### src/sv/rme_pkg.sv
// Shared constants and types for the modular exponentiation block.
// No dependencies; used by rme_mulmod and rsa_modular_exponentiation.

package rme_pkg;

    localparam int MOD_WIDTH_DEF   = 32;
    localparam int DATA_WIDTH      = 32;
    localparam int CFG_INDEX_WIDTH = 1;

    localparam logic [CFG_INDEX_WIDTH-1:0] CFG_MODULUS  = 1'b0;
    localparam logic [CFG_INDEX_WIDTH-1:0] CFG_EXPONENT = 1'b1;

    typedef struct packed {
        logic busy;
        logic done;
    } mm_status_t;

endpackage

### src/sv/rsa_modular_exponentiation.sv
// Top level: config registers, square-and-multiply sequencer, output register.
// Depends on rme_pkg and rme_mulmod.

// Modular exponentiation: power_mod = base ^ exponent mod modulus.
// Configuration: write modulus (index 0) or exponent (index 1) on the cfg
//   channel; cfg_ready is always high. Write only while the block is idle.
// Input: one base word is taken when in_valid is high and in_stall is low.
//   in_stall stays high from acceptance until the result is loaded into the
//   output register, so one word is in work at a time.
// Operation: the base is first reduced mod modulus, then each of the MOD_WIDTH
//   exponent bits costs one squaring and, for a set bit, one multiply, all on the
//   single bit-serial modular multiplier. Exponent zero or modulus below two skip
//   the multiplier and go straight to the output register.
// Output: out_valid holds with power_mod until out_stall is low. While a result
//   waits, the next word may be accepted and computed; it is loaded only once
//   the output register is free.
// Reset: modulus = 2, exponent = 1, no word in flight, out_valid low.

module rsa_modular_exponentiation #(
    parameter int MOD_WIDTH = rme_pkg::MOD_WIDTH_DEF
) (
    input  logic                                 clk,
    input  logic                                 rst_n,
    input  logic                                 cfg_valid,
    output logic                                 cfg_ready,
    input  logic [rme_pkg::CFG_INDEX_WIDTH-1:0]  cfg_index,
    input  logic [rme_pkg::DATA_WIDTH-1:0]       cfg_data,
    input  logic                                 in_valid,
    output logic                                 in_stall,
    input  logic [rme_pkg::DATA_WIDTH-1:0]       base,
    output logic                                 out_valid,
    input  logic                                 out_stall,
    output logic [rme_pkg::DATA_WIDTH-1:0]       power_mod
);

    localparam int CW = (MOD_WIDTH > 1) ? $clog2(MOD_WIDTH) : 1;

    localparam logic [2:0] ST_IDLE = 3'd0;
    localparam logic [2:0] ST_RED  = 3'd1;
    localparam logic [2:0] ST_SQR  = 3'd2;
    localparam logic [2:0] ST_MUL  = 3'd3;
    localparam logic [2:0] ST_DONE = 3'd4;

    logic [MOD_WIDTH-1:0] modulus_reg;
    logic [MOD_WIDTH-1:0] exponent_reg;

    logic [2:0]           state_reg, state_next;
    logic [CW-1:0]        bit_reg, bit_next;
    logic [MOD_WIDTH-1:0] b_reg, b_next;
    logic [MOD_WIDTH-1:0] res_reg, res_next;
    logic                 out_valid_reg, out_valid_next;
    logic [MOD_WIDTH-1:0] out_reg, out_next;

    logic                 mm_start;
    logic [MOD_WIDTH-1:0] mm_a;
    logic [MOD_WIDTH-1:0] mm_b;
    rme_pkg::mm_status_t  mm_status;
    logic [MOD_WIDTH-1:0] mm_result;
    logic                 in_take;

    assign cfg_ready = 1'b1;

    always_ff @(posedge clk or negedge rst_n)
    begin
        if (!rst_n)
        begin
            modulus_reg  <= MOD_WIDTH'(2);
            exponent_reg <= MOD_WIDTH'(1);
        end
        else if (cfg_valid && cfg_ready)
        begin
            case (cfg_index)
                rme_pkg::CFG_MODULUS:  modulus_reg  <= cfg_data[MOD_WIDTH-1:0];
                rme_pkg::CFG_EXPONENT: exponent_reg <= cfg_data[MOD_WIDTH-1:0];
                default: ;
            endcase
        end
    end

    assign in_stall = (state_reg != ST_IDLE);
    assign in_take  = in_valid && !in_stall;

    rme_mulmod #(
        .MOD_WIDTH(MOD_WIDTH)
    ) u_mulmod (
        .clk    (clk),
        .rst_n  (rst_n),
        .start  (mm_start),
        .op_a   (mm_a),
        .op_b   (mm_b),
        .op_m   (modulus_reg),
        .status (mm_status),
        .result (mm_result)
    );

    always_comb
    begin
        state_next     = state_reg;
        bit_next       = bit_reg;
        b_next         = b_reg;
        res_next       = res_reg;
        out_valid_next = out_valid_reg && out_stall;
        out_next       = out_reg;
        mm_start       = 1'b0;
        mm_a           = mm_result;
        mm_b           = mm_result;

        case (state_reg)
            ST_IDLE:
            begin
                if (in_take)
                begin
                    if (exponent_reg == '0)
                    begin
                        res_next   = MOD_WIDTH'(1);
                        state_next = ST_DONE;
                    end
                    else if (modulus_reg < MOD_WIDTH'(2))
                    begin
                        res_next   = '0;
                        state_next = ST_DONE;
                    end
                    else
                    begin
                        // base mod m: multiply by one
                        mm_start   = 1'b1;
                        mm_a       = MOD_WIDTH'(1);
                        mm_b       = base[MOD_WIDTH-1:0];
                        state_next = ST_RED;
                    end
                end
            end
            ST_RED:
            begin
                if (mm_status.done)
                begin
                    b_next     = mm_result;
                    bit_next   = CW'(MOD_WIDTH - 1);
                    // acc starts at 1, so the first square is 1
                    mm_start   = 1'b1;
                    mm_a       = MOD_WIDTH'(1);
                    mm_b       = MOD_WIDTH'(1);
                    state_next = ST_SQR;
                end
            end
            ST_SQR:
            begin
                if (mm_status.done)
                begin
                    if (exponent_reg[bit_reg])
                    begin
                        mm_start   = 1'b1;
                        mm_b       = b_reg;
                        state_next = ST_MUL;
                    end
                    else if (bit_reg == '0)
                    begin
                        res_next   = mm_result;
                        state_next = ST_DONE;
                    end
                    else
                    begin
                        bit_next = bit_reg - 1'b1;
                        mm_start = 1'b1;
                    end
                end
            end
            ST_MUL:
            begin
                if (mm_status.done)
                begin
                    if (bit_reg == '0)
                    begin
                        res_next   = mm_result;
                        state_next = ST_DONE;
                    end
                    else
                    begin
                        bit_next   = bit_reg - 1'b1;
                        mm_start   = 1'b1;
                        state_next = ST_SQR;
                    end
                end
            end
            ST_DONE:
            begin
                if (!out_valid_next)
                begin
                    out_valid_next = 1'b1;
                    out_next       = res_reg;
                    state_next     = ST_IDLE;
                end
            end
            default:
            begin
                state_next = ST_IDLE;
            end
        endcase
    end

    always_ff @(posedge clk or negedge rst_n)
    begin
        if (!rst_n)
        begin
            state_reg     <= ST_IDLE;
            out_valid_reg <= 1'b0;
            bit_reg       <= '0;
        end
        else
        begin
            state_reg     <= state_next;
            out_valid_reg <= out_valid_next;
            bit_reg       <= bit_next;
        end
    end

    always_ff @(posedge clk)
    begin
        b_reg   <= b_next;
        res_reg <= res_next;
        out_reg <= out_next;
    end

    assign out_valid = out_valid_reg;
    assign power_mod = rme_pkg::DATA_WIDTH'(out_reg);

endmodule

### src/sv/rme_mulmod.sv
// Bit-serial modular multiplier: result = (a * b) mod m, one bit of b per cycle.
// Requires a < m and m >= 2. Depends on rme_pkg.

module rme_mulmod #(
    parameter int MOD_WIDTH = rme_pkg::MOD_WIDTH_DEF
) (
    input  logic                 clk,
    input  logic                 rst_n,
    input  logic                 start,
    input  logic [MOD_WIDTH-1:0] op_a,
    input  logic [MOD_WIDTH-1:0] op_b,
    input  logic [MOD_WIDTH-1:0] op_m,
    output rme_pkg::mm_status_t  status,
    output logic [MOD_WIDTH-1:0] result
);

    localparam int CW = (MOD_WIDTH > 1) ? $clog2(MOD_WIDTH) : 1;

    logic                 busy_reg, busy_next;
    logic                 done_reg, done_next;
    logic [CW-1:0]        cnt_reg, cnt_next;
    logic [MOD_WIDTH-1:0] r_reg, r_next;
    logic [MOD_WIDTH-1:0] a_reg, a_next;
    logic [MOD_WIDTH-1:0] b_reg, b_next;
    logic [MOD_WIDTH-1:0] m_reg, m_next;

    logic [MOD_WIDTH+1:0] t;
    logic [MOD_WIDTH+1:0] m1;
    logic [MOD_WIDTH+1:0] m2;
    logic [MOD_WIDTH+1:0] t_red;

    // r < m and a < m, so 2r + a < 3m: at most two subtractions of m
    always_comb
    begin
        t  = {1'b0, r_reg, 1'b0} + (b_reg[MOD_WIDTH-1] ? {2'b00, a_reg} : '0);
        m1 = {2'b00, m_reg};
        m2 = {1'b0, m_reg, 1'b0};
        if (t >= m2)
        begin
            t_red = t - m2;
        end
        else if (t >= m1)
        begin
            t_red = t - m1;
        end
        else
        begin
            t_red = t;
        end
    end

    always_comb
    begin
        busy_next = busy_reg;
        done_next = 1'b0;
        cnt_next  = cnt_reg;
        r_next    = r_reg;
        a_next    = a_reg;
        b_next    = b_reg;
        m_next    = m_reg;
        if (busy_reg)
        begin
            r_next = t_red[MOD_WIDTH-1:0];
            b_next = {b_reg[MOD_WIDTH-2:0], 1'b0};
            if (cnt_reg == '0)
            begin
                busy_next = 1'b0;
                done_next = 1'b1;
            end
            else
            begin
                cnt_next = cnt_reg - 1'b1;
            end
        end
        else if (start)
        begin
            busy_next = 1'b1;
            cnt_next  = CW'(MOD_WIDTH - 1);
            r_next    = '0;
            a_next    = op_a;
            b_next    = op_b;
            m_next    = op_m;
        end
    end

    always_ff @(posedge clk or negedge rst_n)
    begin
        if (!rst_n)
        begin
            busy_reg <= 1'b0;
            done_reg <= 1'b0;
            cnt_reg  <= '0;
        end
        else
        begin
            busy_reg <= busy_next;
            done_reg <= done_next;
            cnt_reg  <= cnt_next;
        end
    end

    always_ff @(posedge clk)
    begin
        r_reg <= r_next;
        a_reg <= a_next;
        b_reg <= b_next;
        m_reg <= m_next;
    end

    assign status.busy = busy_reg;
    assign status.done = done_reg;
    assign result      = r_reg;

endmodule

### config.mk
export PLATFORM = sky130hd
export DESIGN_NAME = rsa_modular_exponentiation
export DESIGN_NICKNAME = d
export VERILOG_FILES = /design/src/sv/rme_pkg.sv /design/src/sv/rsa_modular_exponentiation.sv /design/src/sv/rme_mulmod.sv
export SDC_FILE = /design/constraint.sdc
export NUM_CORES = 1
export LEC_CHECK = 0
export BUFFER_PORTS_ARGS = -buffer_cell sky130_fd_sc_hd__buf_2
export CAP_MARGIN = 25
export CORE_ASPECT_RATIO = 1.25
export CORE_UTILIZATION = 49
export CTS_CLUSTER_DIAMETER = 200
export DETAILED_ROUTE_END_ITERATION = 8
export PLACE_DENSITY = 0.68
export SYNTH_ARGS = -nofsm -noshare
export SYNTH_HDL_FRONTEND = slang
export SYNTH_SLANG_ARGS = --single-unit
### constraint.sdc
create_clock -name clk -period 5.6 [get_ports clk]
set_clock_uncertainty 0.1 [all_clocks]
set_input_delay 0.28 -clock clk [delete_from_list [all_inputs] [get_ports clk]]
set_output_delay 0.28 -clock clk [all_outputs]
set_load 0.02 [all_outputs]
# Word level (Yosys, flattened, before mapping)
# Index checks and enable logic that the tools add are counted.
# word_totals
latch_bits	0
rom_bits	0
ramBits	0
ff_bits	304
mem_count	0
# classes
mux	63
reduce_logical	20
magnitude_cmp	4
n_eq_ne	13
n_shift	0
div	0
addsub	5
n_bitwise	3
multipliers	0
# op_table
operator	count
$mux W32	23
$pmux W32 S3	2
$pmux W32 S2	1
$sub A32 B32 Y32	2
$mux W5	8
$add A33 B32 Y34	1
$ge A34 B32 Y1	1
$ge A34 B33 Y1	1
$logic_not A32 Y1	1
$lt A32 B2 Y1 const B	1
$mux W3	10
$mux W1	15
$pmux W3 S5	1
$pmux W5 S3	1
$reduce_and A2 Y1	6
$reduce_and A6 Y1	2
$logic_not A5 Y1	2
$sub A5 B1 Y5 const B	2
$reduce_bool A3 Y1	3
$ne A2 B2 Y1 const B	4
$eq A3 B2 Y1 const B	2
$lt A5 B6 Y1 const B	1
$ne A2 B1 Y1 const B	3
$ne A3 B3 Y1 const B	2
10 further kinds	13

# Logic depth before layout (Yosys ltp)
# depth
word_depth	7
depth_mapped	26

# Cells and area by module
# From an unflattened synthesis, not the netlist that was laid out.
# hier_totals
hier_cells	1619
area_unflattened_um2	17894.7
# modules_own_cells
module	area_each_um2	n_inst	cells_each
rme_mulmod	10349.9	1	1047
rsa_modular_exponentiation	7544.7	1	572

# Worst setup path before layout
# OpenSTA, ideal clock, no wires.
# synth_timing
kind	register to register
startpoint	register state_reg[2]
endpoint	register u_mulmod.a_reg[0], enable pin
setup_time_ns	0.486
arrival_ns	4.684
path_stages_with_launch	8
setup_slack_ns	0.330
n_path_buf	1
synth_period_minus_slack_ns	5.270
path_cell_list	dfrtp_1 clkbuf_1 inv_1 nand4_1 inv_1 nor2_1 and2_1 nor2_1
# synth_via
elab_chain_len	6
word_cells_on_any_way	10
# synth_lines
element	line	rtl
from (decl)	rsa_modular_exponentiation.sv:47	logic [2:0] state_reg, state_next;
from (signal assigned)	rsa_modular_exponentiation.sv:211	state_reg <= state_next;
$reduce_bool A3 Y1	rsa_modular_exponentiation.sv:80	assign in_stall = (state_reg != ST_IDLE);
$logic_not A1 Y1	rsa_modular_exponentiation.sv:81	assign in_take = in_valid && !in_stall;
$logic_and A1 B1 Y1	rsa_modular_exponentiation.sv:81	
$mux W1	rsa_modular_exponentiation.sv:111	if (in_take)
$pmux W1 S4 (*)	rsa_modular_exponentiation.sv:108	case (state_reg)
$reduce_and A2 Y1 (no source line) (*)	-	
to (signal assigned)	rme_mulmod.sv:105	a_reg <= a_next;
to (decl)	rme_mulmod.sv:23	logic [MOD_WIDTH-1:0] a_reg, a_next;
# Mark *: on every way between the ends. The rest lies on a longest branch, timed or not.
# A chain may end at the register's enable or synchronous reset.

# Worst setup path in the final report
# layout_timing
startpoint	register u_mulmod.b_reg[31]
endpoint	register u_mulmod.r_reg[24], in the netlist u_mulmod.result[24] (data pin)
# layout_via
elab_chain_len	6
word_cells_on_any_way	9
# layout_lines
element	line	rtl
from (decl)	rme_mulmod.sv:24	logic [MOD_WIDTH-1:0] b_reg, b_next;
from (signal assigned)	rme_mulmod.sv:106	b_reg <= b_next;
$mux W32 (*)	rme_mulmod.sv:35	t = {1'b0, r_reg, 1'b0} + (b_reg[MOD_WIDTH-1] ? {2'b00, a_reg} : '0);
$add A33 B32 Y34 (*)	rme_mulmod.sv:35	
$sub A32 B32 Y32 / $ge A34 B32 Y1 (equally long branches)	rme_mulmod.sv:44, rme_mulmod.sv:42	
$mux W32	rme_mulmod.sv:42	else if (t >= m1)
$mux W32 (*)	rme_mulmod.sv:38	if (t >= m2)
$mux W32 (*)	rme_mulmod.sv:61	if (busy_reg)
to (signal assigned)	rme_mulmod.sv:104	r_reg <= r_next;
to (decl)	rme_mulmod.sv:22	logic [MOD_WIDTH-1:0] r_reg, r_next;
# Marked as above.

==> out/metrics.yaml <==
outcome: "completed"
hold_ws_ps: 22.7
num_rows: 77
cts_tree: "built"
worstSkewPairLatency_ps: 580
num_antenna_cells: 0
place_inst: 2225
drive_above_1_share_pct: 28.9
grt_pass1_vias: 13758
cts_htree_levels: 1
drtAntennaViolNets: 0
tightestPinTransition_ps: 961
fmaxAchievable_mhz: 184
yosysMostFrequentCell: "edfxtp_1"
instances_no_fill: 2341
wl_per_cell_um: 20.2
die_h_um: 215
ioPinCount: 105
die-area_um2: 37200
hold_path.class: "input pin to async pin"
globalplace.congestion: 0.975
fin_crit_ps: 5440
rr_worst_depth: 25
grt_max_degree: 65
yosysTopAreaCell: "edfxtp_1"
synthesis.nets: 1778
syn_area_um2: 17800
required_ps: 5910
synthTopCellsByCount: "223 x edfxtp_1, 122 x nand2_1, 108 x a21oi_1, 104 x inv_1, 98 x ha_1"
end_kind: "register"
initial_core_util_pct: 50.1
wl_met3_um: 1920
place.port_buffers: 103
rsz0062_at_grt: "yes"
overflow: 0
cts-root-buf: "clkbuf_16"
critPathMaxFanout: 6
r2r-end: "u_mulmod.result[24]"
yosysUniqueCellTypes: 81
drv_slew: 0
nNetsFinal: 2014
relSlewSlack_pct: 35.8
grt_usage_pct: 24.4
post-route-drc-count: 0
slowest_delay_ps: 360
critPathKind: "register to register"
clkTransAtPathRegs_ps: 60
synth_warnings: 0
drt-total-wl_um: 47200
ys_seq_area_share_pct: 48.9
vias_per_cell: 5.86
r2r_start: "u_mulmod.b_reg[31]"
hold_viol: 0
coreArea_um2: 35600
path_common_cell: "a21o_1"
clock-sinks: 304
period_share_pct: 97.2
synthCells: 1607
drt_iter0_drc: 804
top_layer: "met5"
synth_flop_cell: "edfxtp_1"
grt_pass1_wl_um: 72300
ys_seq_elements: 304
dieWidth_um: 173
avgSynthCellArea_um2: 11.1
vias: 13726
setup_viol_count_final: 0
final.setup.tns_ps: 0
synth-edff-count: 223
netlist.area_leader.share_pct: 37.5
wl_met1_um: 19600
synth.area.top_cells: "edfxtp_1 38%, dfrtp_1 11%, ha_1 6.9%"
arrival_ps: 5760
antenna_found_initial: 1
synthArstFlopShare_pct: 26.3
drt-pass1-iter-count: 5
crit_path_top_delay_cell: "fa_2"
dr_wl_met2_um: 23900
syn_to_final_growth_pct: 24.0
dp_hpwl_um: 33800
start_kind: "register"
cts_buffers: 31
maxCapViolCount: 0
cts_buffer_depth: 3
r2r_setup_slack_ps: 160
layer usage:
metal / GRT usage [%] / up-vias
li1: - / 6514
met4: 10.3 / 2
met3: 2.12 / 112
met1: 30.4 / 6713
met5: 0 / -
met2: 43.4 / 385
final cells by class:
| type | count | area [um^2] |
|---|---|---|
| fill | 2869 | 13500 |
| multi-input combinational | 1135 | 9360 |
| sequential | 304 | 8720 |
| timing repair buffer | 267 | 1990 |
| clock buffer | 39 | 848 |
| tap | 474 | 593 |
| inverter | 104 | 390 |
| clock inverter | 18 | 213 |
per-stage QoR:
stage	worst slack (ps)	area, um^2	util [%]
after floorplan	330	17800	-
after global placement	-201	19500	54.8
after detailed placement	-214	19500	54.8
after CTS	-26.2	21000	58.9
after global routing	-65.0	22100	62.0
final	157	22100	62.0
layout by cell type, fill, tap and decap left out, drive strengths merged, types with 25 or more instances in the layout:
| cell type | n |
|---|---|
| a21o | 44 |
| inv | 109 |
| xor2 | 25 |
| a21oi | 109 |
| dfrtp | 78 |
| ha | 98 |
| a221oi | 65 |
| edfxtp | 223 |
| clkbuf | 45 |
| and3 | 45 |
| xnor2 | 53 |
| buf | 227 |
| dlygate4sd3 | 34 |
| nand2 | 123 |
| mux2 | 65 |
| nor2 | 68 |
| and2 | 67 |
| o21ai | 76 |
worst max path at each step:
stage                     cells after the start  slack, ps                  end                from
after detailed placement                     21       -210  u_mulmod.result[28]  u_mulmod.b_reg[31]
after floorplan                               7        330    u_mulmod.a_reg[0]        state_reg[2]
after global placement                       21       -200  u_mulmod.result[28]  u_mulmod.b_reg[31]
final                                        25        160  u_mulmod.result[24]  u_mulmod.b_reg[31]
after global routing                         25        -70  u_mulmod.result[27]  u_mulmod.b_reg[31]
after CTS                                    24        -30  u_mulmod.result[19]  u_mulmod.b_reg[31]
critical path, delay by kind of cell (launching register included):
kind | cells | cell delay (ps)
AO/OA/AOI/OAI | 10 | 1870
AND/OR/NAND/NOR | 5 | 880
adder cells (fa/ha/maj) | 3 | 820
buffers and inverters | 4 | 560
multiplexers | 2 | 430
flip-flops | 1 | 340
XOR/XNOR | 1 | 270
what timing repair did:
| action | 4_1_cts | 5_1_grt |
|---|---|---|
| hold buffers | 34 | 0 |
| pin swaps | 2 | 48 |
| buffers inserted | 0 | 21 |
| setup endpoints to repair | 31 | 32 |
| cloned | 0 | 7 |
| resized for setup | 13 | 157 |
| endpoints found under the hold margin | 86 | 0 |
logic make-up (layout without fill, tap and decap cells):
kind of cell,count (synthesis),count (layout),share of synthesized area [%]
multiplexers,95,95,6.53
AND/OR/NAND/NOR,439,439,12.7
adder cells (fa/ha/maj),101,101,7.21
flip-flops,304,304,48.9
buffers and inverters,168,428,3.81
AO/OA/AOI/OAI,421,421,17.0
XOR/XNOR,78,78,3.83
other,1,1,0.0210
Power is not shown: default switching activity piles up to over one toggle a cycle in this logic, so the estimate is an artifact.
